<file path="src/hw/rtl/spid_pkg.sv">
`default_nettype none

package spid_pkg;

    // Field widths of the streaming payload.
    localparam int MEAS_W  = 8;
    localparam int DRIVE_W = 16;

    // Configuration port widths.
    localparam int CFG_IDX_W  = 3;
    localparam int CFG_DATA_W = 16;

    // Register widths.
    localparam int GAIN_W   = 16;
    localparam int SETPT_W  = 8;
    localparam int ILIM_W   = 8;
    localparam int OLIM_W   = 15;

    // State widths.
    localparam int ERR_W   = 9;
    localparam int INTEG_W = 10;

    // Default number of fractional bits in each gain.
    localparam int GAIN_FRAC_BITS_DEF = 12;

    // Register reset values.
    localparam logic [GAIN_W-1:0]  GAIN_P_RST = 16'd4096;
    localparam logic [GAIN_W-1:0]  GAIN_I_RST = 16'd0;
    localparam logic [GAIN_W-1:0]  GAIN_D_RST = 16'd41;
    localparam logic [SETPT_W-1:0] SETPT_RST  = 8'd90;
    localparam logic [ILIM_W-1:0]  ILIM_RST   = 8'd18;
    localparam logic [OLIM_W-1:0]  OLIM_RST   = 15'd120;

    // Register indexes on the configuration port.
    typedef enum logic [CFG_IDX_W-1:0] {
        CFG_GAIN_P         = 3'd0,
        CFG_GAIN_I         = 3'd1,
        CFG_GAIN_D         = 3'd2,
        CFG_SETPOINT       = 3'd3,
        CFG_INTEGRAL_LIMIT = 3'd4,
        CFG_OUTPUT_LIMIT   = 3'd5
    } cfg_idx_t;

endpackage

`default_nettype wire

</file>
<file path="src/hw/rtl/steering_pid_step_unit.sv">
// An accepted measurement request is held in the input register; its drive is then offered
// from the result register. Throughput: one measurement per cycle while m_axis_tready is high,
// as a stalled result register blocks the input register; error, integral, derivative, the three
// gain products, truncation and saturation all sit between the input and result registers.
// Reset (rst_n low, asynchronous): pipeline empty, integral and last error zero,
// configuration registers return to their default gains, setpoint and limits.
`default_nettype none

module steering_pid_step_unit
    import spid_pkg::*;
#(
    parameter int GAIN_FRAC_BITS = GAIN_FRAC_BITS_DEF
)
(
    input  wire logic                  clk,
    input  wire logic                  rst_n,
    // Configuration write channel.
    input  wire logic                  cfg_valid,
    output logic                       cfg_ready,
    input  wire logic [CFG_IDX_W-1:0]  cfg_index,
    input  wire logic [CFG_DATA_W-1:0] cfg_data,
    // Measurement stream.
    input  wire logic                  s_axis_tvalid,
    output logic                       s_axis_tready,
    input  wire logic [MEAS_W-1:0]     s_axis_tdata,   // [7:0] measurement
    // Drive stream.
    output logic                       m_axis_tvalid,
    input  wire logic                  m_axis_tready,
    output logic [DRIVE_W-1:0]         m_axis_tdata    // [15:0] drive
);

    // Accumulator width: covers the exact sum of the three products.
    localparam int ACC_W = 30;
    localparam logic signed [ACC_W-1:0] ROUND_BIAS =
        ACC_W'((64'd1 << GAIN_FRAC_BITS) - 64'd1);

    // Configuration registers.
    logic [GAIN_W-1:0]  gain_p_reg;
    logic [GAIN_W-1:0]  gain_i_reg;
    logic [GAIN_W-1:0]  gain_d_reg;
    logic [SETPT_W-1:0] setpoint_reg;
    logic [ILIM_W-1:0]  ilim_reg;
    logic [OLIM_W-1:0]  olim_reg;

    // Controller state.
    logic signed [INTEG_W-1:0] integ_reg;
    logic signed [ERR_W-1:0]   prev_err_reg;

    // Pipeline registers.
    logic               v0_reg;
    logic [MEAS_W-1:0]  meas_reg;
    logic               v1_reg;
    logic [DRIVE_W-1:0] drive_reg;

    // Handshake and stage advance.
    logic ld1;
    logic s_fire;
    logic mv01;

    // Error, integral, derivative and product signals.
    logic signed [ERR_W-1:0]   err;
    logic signed [INTEG_W:0]   iraw;
    logic signed [INTEG_W:0]   ilim_pos;
    logic signed [INTEG_W-1:0] integ_next;
    logic signed [INTEG_W-1:0] der;
    logic signed [ACC_W-1:0]   gp_x;
    logic signed [ACC_W-1:0]   gi_x;
    logic signed [ACC_W-1:0]   gd_x;
    logic signed [ACC_W-1:0]   prod_p_next;
    logic signed [ACC_W-1:0]   prod_i_next;
    logic signed [ACC_W-1:0]   prod_d_next;

    // Sum and saturation signals.
    logic signed [ACC_W-1:0] acc;
    logic signed [ACC_W-1:0] acc_b;
    logic signed [ACC_W-1:0] quot;
    logic signed [ACC_W-1:0] olim_pos;
    logic signed [ACC_W-1:0] olim_neg;
    logic [DRIVE_W-1:0]      drive_next;

    // A stage loads when it is empty or its content moves on.
    assign ld1           = !v1_reg || m_axis_tready;
    assign s_axis_tready = !v0_reg || ld1;
    assign s_fire        = s_axis_tvalid && s_axis_tready;
    assign mv01          = v0_reg && ld1;

    assign cfg_ready     = 1'b1;
    assign m_axis_tvalid = v1_reg;
    assign m_axis_tdata  = drive_reg;

    // Configuration register writes; unknown indexes are dropped.
    always_ff @(posedge clk or negedge rst_n)
    begin
        if (!rst_n)
        begin
            gain_p_reg   <= GAIN_P_RST;
            gain_i_reg   <= GAIN_I_RST;
            gain_d_reg   <= GAIN_D_RST;
            setpoint_reg <= SETPT_RST;
            ilim_reg     <= ILIM_RST;
            olim_reg     <= OLIM_RST;
        end
        else if (cfg_valid && cfg_ready)
        begin
            case (cfg_idx_t'(cfg_index))
                CFG_GAIN_P:         gain_p_reg   <= cfg_data[GAIN_W-1:0];
                CFG_GAIN_I:         gain_i_reg   <= cfg_data[GAIN_W-1:0];
                CFG_GAIN_D:         gain_d_reg   <= cfg_data[GAIN_W-1:0];
                CFG_SETPOINT:       setpoint_reg <= cfg_data[SETPT_W-1:0];
                CFG_INTEGRAL_LIMIT: ilim_reg     <= cfg_data[ILIM_W-1:0];
                CFG_OUTPUT_LIMIT:   olim_reg     <= cfg_data[OLIM_W-1:0];
                default:            ;
            endcase
        end
    end

    // Error, raw integral, derivative and the three gain products.
    always_comb
    begin
        err  = $signed({1'b0, setpoint_reg}) - $signed({1'b0, meas_reg});
        iraw = (INTEG_W+1)'(integ_reg) + (INTEG_W+1)'(err);
        der  = INTEG_W'(err) - INTEG_W'(prev_err_reg);

        ilim_pos = $signed((INTEG_W+1)'(ilim_reg));
        if (iraw > ilim_pos)
        begin
            integ_next = INTEG_W'(ilim_pos);
        end
        else if (iraw < -ilim_pos)
        begin
            integ_next = INTEG_W'(-ilim_pos);
        end
        else
        begin
            integ_next = INTEG_W'(iraw);
        end

        gp_x = $signed(ACC_W'(gain_p_reg));
        gi_x = $signed(ACC_W'(gain_i_reg));
        gd_x = $signed(ACC_W'(gain_d_reg));
        prod_p_next = gp_x * ACC_W'(err);
        prod_i_next = gi_x * ACC_W'(iraw);
        prod_d_next = gd_x * ACC_W'(der);
    end

    // Sum, truncate toward zero and saturate to the output limit.
    always_comb
    begin
        acc      = prod_p_next + prod_i_next + prod_d_next;
        acc_b    = acc[ACC_W-1] ? (acc + ROUND_BIAS) : acc;
        quot     = acc_b >>> GAIN_FRAC_BITS;
        olim_pos = $signed(ACC_W'(olim_reg));
        olim_neg = -olim_pos;
        if (quot > olim_pos)
        begin
            drive_next = DRIVE_W'(olim_pos);
        end
        else if (quot < olim_neg)
        begin
            drive_next = DRIVE_W'(olim_neg);
        end
        else
        begin
            drive_next = DRIVE_W'(quot);
        end
    end

    // Stage valid bits and controller state; the state advances as an item leaves
    // the input register.
    always_ff @(posedge clk or negedge rst_n)
    begin
        if (!rst_n)
        begin
            v0_reg       <= 1'b0;
            v1_reg       <= 1'b0;
            integ_reg    <= '0;
            prev_err_reg <= '0;
        end
        else
        begin
            if (s_axis_tready)
            begin
                v0_reg <= s_fire;
            end
            if (ld1)
            begin
                v1_reg <= mv01;
            end
            if (mv01)
            begin
                integ_reg    <= integ_next;
                prev_err_reg <= err;
            end
        end
    end

    // Payload registers.
    always_ff @(posedge clk)
    begin
        if (s_fire)
        begin
            meas_reg <= s_axis_tdata;
        end
        if (mv01)
        begin
            drive_reg <= drive_next;
        end
    end

endmodule

`default_nettype wire

</file>
<file path="config.mk">
export PLATFORM = sky130hd
export DESIGN_NAME = steering_pid_step_unit
export DESIGN_NICKNAME = d
export VERILOG_FILES = /design/src/hw/rtl/spid_pkg.sv /design/src/hw/rtl/steering_pid_step_unit.sv
export SDC_FILE = /design/constraint.sdc
export NUM_CORES = 1
export LEC_CHECK = 0
export BUFFER_PORTS_ARGS = -buffer_cell sky130_fd_sc_hd__buf_2
export CORE_UTILIZATION = 55
export CTS_CLUSTER_SIZE = 16
export DETAILED_ROUTE_END_ITERATION = 16
export PLACE_DENSITY = 0.71
export SYNTH_ARGS = -nofsm -noshare
export SYNTH_HDL_FRONTEND = slang
export SYNTH_SLANG_ARGS = --single-unit
</file>
<file path="constraint.sdc">
create_clock -name clk -period 17.97 [get_ports clk]
set_input_delay 0.8985 -clock clk [delete_from_list [all_inputs] [get_ports clk]]
set_output_delay 0.8985 -clock clk [all_outputs]
set_load 0.005 [all_outputs]
</file>
==> results.md <==
* RePlAce Congestion at 0.916
* CP dominant cell by count: fa_1
* Vias in the first global route at 20.0k
* Final ANT Viol Nets at 0
* Pre-antenna DRT Iters at 5
* Grt ovf at 0
* Antenna violations before repair at 0
* Status: completed
* Post-synth cell types at 93
* Fin Setup TNS at 0 ps
* Setup CP Type: register to register
* Worst Tran Pin Value at 1220 ps
* Drc violations at 0
* Fin crit period at 14520 ps
* Drt wl/cell at 19.2 µm
* Worst Setup End Kind: register
* Rows at 78
* RSZ-0062 raised after global routing: no
* GRT Total Usage at 29.5%
* Antenna cells at 0
* Mean Syn Cell Area at 9.11 µm²
* DR iter-0 viols at 1369
* Final period util at 80.8%
* DRT Wirelength at 64800 µm
* Max clock buf depth at 2
* Clk slew on worst S/H paths at 70 ps
* Final Hold Vio Count at 0
* Commonest non-fill, non-tap cell in the layout: inv_1
* Synth area leaders: fa_1, ha_1, inv_1
* Crit path launch type: register
* Total die area at 46900 µm²
* Top FF cell, synth: dfrtp_1
* Seq/Total Area, Yosys at 12.8%
* Ys async rst share at 80.6%
* Layout cells sized above 1 at 9.90%
* Largest stage delay, worst path at 850 ps
* Post-CTS setup buffer count at 0
* Critical Path AT at 14750 ps
* Vias at 18.9k
* Hpwl dp at 53900 µm
* Worst r2r src: setpoint_reg[0]
* #FFs+latches synth at 124
* Hold_buf cts at 0
* Largest net degree at the start of global routing at 63
* HP Class: primary input to async pin
* Fmax at 68.9 MHz
* # setup viols final at 0
* Post-Syn Nets at 3499
* Detail-routed via count per cell at 5.59
* Final nets at 3486
* Post-synth EDFFs at 24
* Worst-path fanout max at 22
* Worst Path Required at 18200 ps
* Post-cts resize count at 0
* Setup Skew at 13.9 ps
* Total of max-cap violations at 0
* Synth Instances at 2778
* Die X at 217 µm
* TritonCTS Buffers at 17
* Clk sinks at 124
* Clock Tree Root: clkbuf_16
* Rel. slew slack at 18.3%
* Crit path max-delay cell type: a21oi_1
* Initial core utilization at 55.8%
* CP Launch Point: setpoint_reg[0]
* Layout Utilization at 58.9%
* CTS tree: done
* CORE AREA at 45400 µm²
* Synthesis-to-finish area growth at 5.51%
* First-pass GRT wire length at 106000 µm
* Ys Warns at 0
* Mapped cell area at 25300 µm²
* Clock Latency Late Sink at 510 ps
* Final hold slack at 490 ps
* H-tree level count at 4
* IO Port Bufs at 49
* Max Slew Vio Count at 0
* Most frequent cells in the layout: inv_1, fa_1, nand2_1
* Die height at 217 µm
* Yosys top cell by area: fa_1
* I/O pin count at 51
* Synth top area share at 34.6%
synthesized netlist by cell type (5+ instances only):
library cell    n
inv_1         614
nand2b_1       45
or3_1          14
o21ai_0        53
o21a_1          9
xor2_1         21
a21oi_1        68
nor4_1          8
o31ai_1         5
dfrtp_1        86
and2_1        105
nor2b_1        30
ha_1          251
o21ai_1         8
clkbuf_1       99
nor3_1         35
a31oi_1         7
or2_2          32
mux2_2         74
nand4_1        17
a2bb2oi_1       6
nand3_1        27
dfstp_2        14
nor4b_1         5
xnor2_1        49
a2111oi_0       7
nor2_1         83
fa_1          438
nor3b_1         6
a21o_1         25
a211oi_1        5
a21boi_0        5
o211a_1         6
o211ai_1       11
mux2i_1        11
edfxtp_1       24
nand2_1       383
per-layer routing:
metal / vias up / share of wire (%) / GRT usage (%)
met5: - / 0 / 0
met4: 0 / 3.6 / 11.2
met3: 121 / 6.3 / 5.11
met2: 593 / 49 / 48.2
met1: 9619 / 41 / 39.1
li1: 8563 / - / -
worst paths after layout:
kind,endpoint,slack (ps),cells past startpoint
setup / recovery,m_axis_tdata[1],3450,50
hold / removal,ilim_reg[5],490,1
max in group asynchronous,gain_p_reg[13],16300,2
min in group clk,integ_reg[9],490,2
hold reg to reg,integ_reg[9],490,2
setup reg to reg,m_axis_tdata[1],3450,50
worst max-delay path: cells and delay by family, from the launching register on:
kind            cells  cell delay, ps
fa+ha+maj          13            5450
buf+inv             9            1200
compound gates     16            4640
mux                 1             190
simple gates       11            2380
flops               1             370
cells by family (layout without fill, tap and decap cells):
kind of cell / count (synthesis) / after routing / synth area share (%)
adder cells (fa/ha/maj): 689 / 689 / 47.0
multiplexers: 85 / 85 / 3.73
buffers and inverters: 730 / 730 / 11.1
flip-flops: 124 / 124 / 12.8
other: 1 / 1 / 0.0148
AO/OA/AOI/OAI: 261 / 261 / 7.15
XOR/XNOR: 71 / 71 / 2.49
AND/OR/NAND/NOR: 817 / 817 / 15.7
cell type report:
cell class,instances,area [µm²]
fill,3972,18700
tap,600,751
clock buffer,17,425
inverter,616,2310
clock inverter,15,138
sequential,124,3240
multi-input combinational,1924,19300
timing repair buffer,82,495
stage by stage:
stage	instances	setup slack [ps]	cell area, µm²
3_5_place_dp	3346	3750	26100
3_3_place_gp	3346	4050	26100
2_1_floorplan	2778	4840	25300
4_1_cts	3378	3640	26700
6_report	3378	3450	26700
5_1_grt	3378	2680	26700
Power is not shown: default switching activity piles up to over one toggle a cycle in this logic, so the estimate is an artifact.
